<file path="src/sv/tmpb_pkg.sv">
// ----------------------------------------------------------------------------
// tmpb_pkg
// Shared types and constants of the tile map pixel blender.
// ----------------------------------------------------------------------------
package tmpb_pkg;

  // field widths
  localparam int CMD_W      = 1;
  localparam int CODE_W     = 3;
  localparam int SLOT_W     = 12;
  localparam int COORD_W    = 12;
  localparam int CH_W       = 8;
  localparam int COLOUR_W   = 24;
  localparam int ALPHA_W    = 9;
  localparam int DIM_W      = 7;
  localparam int CFG_IDX_W  = 2;
  localparam int CFG_DATA_W = 9;

  // reciprocal of the tile edge, scaled by 2^RECIP_SHIFT
  localparam int RECIP_SHIFT = 19;
  localparam int RECIP_W     = 20;
  localparam int STEP_W      = 5;
  localparam int WHERE_W     = 19;

  // result queue
  localparam int OUT_DEPTH = 8;
  localparam int OUT_PTR_W = 3;
  localparam int CRED_W    = 4;

  // commands
  localparam logic [CMD_W-1:0] CMD_WRITE = 1'b0;
  localparam logic [CMD_W-1:0] CMD_SHADE = 1'b1;

  // configuration register indexes
  localparam logic [CFG_IDX_W-1:0] CFG_TILE_PIXELS = 2'd0;
  localparam logic [CFG_IDX_W-1:0] CFG_MAP_COLUMNS = 2'd1;
  localparam logic [CFG_IDX_W-1:0] CFG_BLEND_ALPHA = 2'd2;

  // configuration reset values
  localparam logic [DIM_W-1:0]   TILE_PIXELS_RST = 7'd10;
  localparam logic [DIM_W-1:0]   MAP_COLUMNS_RST = 7'd16;
  localparam logic [ALPHA_W-1:0] BLEND_ALPHA_RST = 9'd0;

  // tile codes
  localparam logic [CODE_W-1:0] TILE_WALL     = 3'd1;
  localparam logic [CODE_W-1:0] TILE_FLOOR    = 3'd2;
  localparam logic [CODE_W-1:0] TILE_ENTRANCE = 3'd3;
  localparam logic [CODE_W-1:0] TILE_EXIT     = 3'd4;

  // colour levels and blend constants
  localparam logic [CH_W-1:0]    WHITE_LEVEL = 8'hff;
  localparam logic [CH_W-1:0]    WALL_LEVEL  = 8'h22;
  localparam logic [CH_W-1:0]    ROUND_HALF  = 8'h80;
  localparam logic [ALPHA_W-1:0] ALPHA_ONE   = 9'd256;

  typedef struct packed {
    logic               busy;
    logic [RECIP_W-1:0] value;
  } recip_status_t;

endpackage

</file>
<file path="src/sv/tmpb_recip.sv">
// ----------------------------------------------------------------------------
// tmpb_recip
// Bit-serial divider giving ceil(2^19 / divisor), one quotient bit per clock.
// ----------------------------------------------------------------------------
module tmpb_recip import tmpb_pkg::*; (
  input  logic                clk,
  input  logic                rst_n,
  input  logic                start,
  input  logic [DIM_W-1:0]    divisor,
  output recip_status_t       status
);

  logic               busy_r;
  logic [STEP_W-1:0]  step_r;
  logic [RECIP_W-1:0] num_r;
  logic [DIM_W-1:0]   rem_r;
  logic [DIM_W-1:0]   div_r;
  logic [RECIP_W-1:0] quo_r;

  logic [DIM_W:0]     rem_sh;
  logic               fits;
  logic [DIM_W-1:0]   rem_nxt;

  always_comb begin
    rem_sh  = {rem_r, num_r[RECIP_W-1]};
    fits    = rem_sh >= {1'b0, div_r};
    rem_nxt = fits ? DIM_W'(rem_sh - {1'b0, div_r}) : DIM_W'(rem_sh);
  end

  always_ff @(posedge clk) begin
    if (!rst_n) begin
      busy_r <= 1'b0;
      step_r <= '0;
    end else if (start) begin
      busy_r <= 1'b1;
      step_r <= STEP_W'(RECIP_W);
    end else if (busy_r) begin
      step_r <= step_r - STEP_W'(1);
      if (step_r == STEP_W'(1)) begin
        busy_r <= 1'b0;
      end
    end
  end

  // ceiling taken as floor((2^19 + d - 1) / d)
  always_ff @(posedge clk) begin
    if (start) begin
      num_r <= (RECIP_W'(1) << RECIP_SHIFT) + RECIP_W'(divisor) - RECIP_W'(1);
      rem_r <= '0;
      div_r <= divisor;
      quo_r <= '0;
    end else if (busy_r) begin
      num_r <= {num_r[RECIP_W-2:0], 1'b0};
      rem_r <= rem_nxt;
      quo_r <= {quo_r[RECIP_W-2:0], fits};
    end
  end

  assign status.busy  = busy_r;
  assign status.value = quo_r;

endmodule

</file>
<file path="config.mk">
export PLATFORM = sky130hd
export DESIGN_NAME = tmpb_recip
export DESIGN_NICKNAME = d
export VERILOG_FILES = /design/src/sv/tmpb_pkg.sv /design/src/sv/tmpb_recip.sv
export SDC_FILE = /design/constraint.sdc
export NUM_CORES = 1
export LEC_CHECK = 0
export BUFFER_PORTS_ARGS = -buffer_cell sky130_fd_sc_hd__buf_2
export CORE_MARGIN = 2
export CORE_UTILIZATION = 40
export CTS_BUF_LIST = sky130_fd_sc_hd__clkbuf_4
export DETAILED_ROUTE_END_ITERATION = 10
export HOLD_SLACK_MARGIN = 0.05
export PLACE_DENSITY_LB_ADDON = 0.1
export SKIP_CTS_REPAIR_TIMING = 1
export SLEW_MARGIN = 20
export SYNTH_ARGS = -nofsm -noshare
export SYNTH_HDL_FRONTEND = slang
export SYNTH_SLANG_ARGS = --single-unit
</file>
<file path="constraint.sdc">
create_clock -name clk -period 6.2 [get_ports clk]
set_clock_uncertainty 0.1 [all_clocks]
set_input_delay 0 -clock clk [delete_from_list [all_inputs] [get_ports clk]]
set_output_delay 0 -clock clk [all_outputs]
set_load 0.02 [all_outputs]
</file>
==> run metrics <==
Core Area=0.00683 mm2; P per Cell Area=265 mW/mm2; layout cell share with drive strength beyond 1=18.5%; synthesized flop and latch total=60; # setup viols final=0; Reg area=0.00147 mm2; Initial Util=41.4%; Final Wtd Congestion=0.796; Synth Cell Area=0.00283 mm2; Rel. slew slack=46.9%; CP Launch Type=flip-flop; Crit Path Category=reg2reg; vias per cell=4.82; net count after synthesis=284; Hold Crit Class=in2reg; clock latency at the later pin of the worst-skew pair=390 ps; Arrival @ worst endpoint=2700 ps; Antenna diodes=0; share of the synthesized area in the top cell type=28.6%; VDD IR max=0.000170 V; Synth warnings=0; Overflow after GRT=0; Worst R2R End=rem_r[0]; final cycle utilization of the critical path=40.0%; top layer in use=met4; Tmin final=2480 ps; Finished Core Util=48.1%; Seq/Total Area, Yosys=52.0%; IO buf count=30; routed via count=1,947; Worst EP required=6420 ps; CTS clk-pin slew, worst paths=100 ps; largest net degree at the start of global routing=63; FP Rows=30; fin cells=404; Final Slew Violations=0; die area=0.00777 mm2; clock buffer depth=2; antenna viol nets, final=0; CTS tree=yes; placed cell count=380; multi-input combinational cell area=0.00119 mm2; syn avg cell area=10.8 um2; I/O Pins=31; Final WS setup=3720 ps; Final Hold Viols=0; FILL cells=650; Worst Hold End=quo_r[6]; maxcap violations=0; hold path depth=3; R2R depth=8; Worst Hold Launch=start; Static Leak=1.40 nW; Post-synth EDFFs=27; routed wire length=5190 um; Nets=325; vias in the first global route=1,773; metal2 WL=2360 um; # clock sinks=60; Cells after Synth=262; Post-synth ARST share=0%; Root Buffer=clkbuf_4; initial antenna violation count=0; Synth area leader=edfxtp_1; Die X=88.1 um; H-tree levels=3; status=finished, final reports clean; CP Max Fanout=10; Crit Reg-Reg Startpoint=num_r[19]; global-route wire length before repair=8380 um; area grow syn2layout=16.0%; Pre-Repair DR Iteration Count=4; setup TNS=0 ps; synth top area cells=edfxtp_1 29%, dfxtp_1 23%, mux2i_1 9.2%, nor2_1 5.3%, ha_1 4.9%; Die Height=88.1 um; Peak Freq=403 MHz; clock buffers created by TritonCTS=9; flop2flop setup slack=3720 ps; WL met3=112 um; PnR Total Power=870 uW; Wirelength per Cell=12.9 um; number of distinct library cells after synthesis=46; dpl ws=3740 ps; WL met1=2560 um; Total GRT Usage=14.4%; most common flop cell mapped by yosys=dfxtp_1; Starting DRT DRC Count=90; Worst-Margin Slew=795 ps; CP Capture Type=flip-flop; RSZ-0062 raised after global routing=false; Final HPWL DP=3290 um; drc violations=0
## area by class of cell
type	instances	share of cell area, %
Sequential cell	60	44.8
Clock inverter	6	2.40
Multi-Input combinational cell	164	36.2
Tap cell	96	3.66
Clock buffer	10	2.28
Inverter	28	3.20
Timing Repair Buffer	40	7.46
## cells in the final DEF, fill, tap and decap left out, types with 3 or more instances in the layout
master          n
o21ai_0        14
a21oi_1         8
nand2_1         7
inv_1          28
nor2_1         40
edfxtp_1       27
nor2b_1         3
mux2i_1        26
buf_2          30
ha_1           11
clkinv_2        3
dlygate4sd3_1   8
nand2b_1        6
o21a_1          3
clkbuf_4       10
dfxtp_1        33
xnor2_1         7
nor3_1          4
xor2_1          3
## worst max-delay path, cell delays in order, from the launching register on
cell and delay (ps):
edfxtp_1 330, inv_1 50, ha_1 210, fa_1 390, nand2b_1 150, o2bb2ai_1 220
o211ai_4 400, mux2_4 340, a211oi_2 200
## flip-flops by register name, summed over array words and instances (netlist names)
signal / count
div_r: 7
rem_r: 7
step_r: 5
busy_r: 1
num_r: 20
quo_r: 20
## power by group
group          switching [mW]  leakage (nW)  total [mW]  internal (mW)
registers             0.00959         0.544       0.448          0.438
clock network           0.140        0.0876       0.305          0.165
logic                  0.0661         0.764       0.117         0.0506
total                   0.216          1.40       0.870          0.654
## per-layer routing
layer / vias up / global-route usage (%)
li1: 991 / -
met1: 917 / 19.1
met2: 24 / 21.0
met3: 15 / 3.39
met4: 0 / 9.23
met5: - / 0
## stage by stage
| stage | instance area, um2 | hold WS [ps] |
|---|---|---|
| 2_1_floorplan | 2830 | -1.13 |
| 3_3_place_gp | 3050 | 127 |
| 3_5_place_dp | 3050 | 129 |
| 6_report | 3290 | 117 |
| 4_1_cts | 3210 | -310 |
| 5_1_grt | 3290 | 117 |
## synthesized netlist by cell type (all sizes together) (2+ instances only)
| cell type | count |
|---|---|
| nor2 | 40 |
| dfxtp | 33 |
| inv | 28 |
| edfxtp | 27 |
| mux2i | 26 |
| o21ai | 14 |
| ha | 11 |
| a21oi | 8 |
| nand2 | 7 |
| xnor2 | 7 |
| nand2b | 6 |
| buf | 5 |
| clkbuf | 5 |
| a211oi | 4 |
| nor3 | 4 |
| nor2b | 3 |
| o21a | 3 |
| xor2 | 3 |
| a31oi | 2 |
| mux2 | 2 |
| nand3b | 2 |
| nor4 | 2 |
| o2111a | 2 |
| o31ai | 2 |
| or4b | 2 |
## how the worst max path moves through the flow
stage              start        to  slack [ps]  cells after the start
6_report       num_r[19]  rem_r[0]        3720                      8
4_1_cts        num_r[19]  rem_r[0]        3720                      8
3_5_place_dp   num_r[19]  rem_r[0]        3740                      8
3_3_place_gp   num_r[19]  rem_r[0]        3770                      8
5_1_grt        num_r[19]  rem_r[0]        3570                      8
2_1_floorplan  num_r[19]  rem_r[0]        3910                      8
## kinds of logic (layout without fill, tap and decap cells)
logic type               Yosys count  in the layout  synth area share (%)
adder cells (fa/ha/maj)           12             12                  5.57
multiplexers                      28             28                  10.1
AO/OA/AOI/OAI                     41             41                  10.6
AND/OR/NAND/NOR                   73             73                  12.6
flip-flops                        60             60                  52.0
XOR/XNOR                          10             10                  3.09
buffers and inverters             38             84                  6.01
Note: power is estimated with default switching activity, not from simulation.
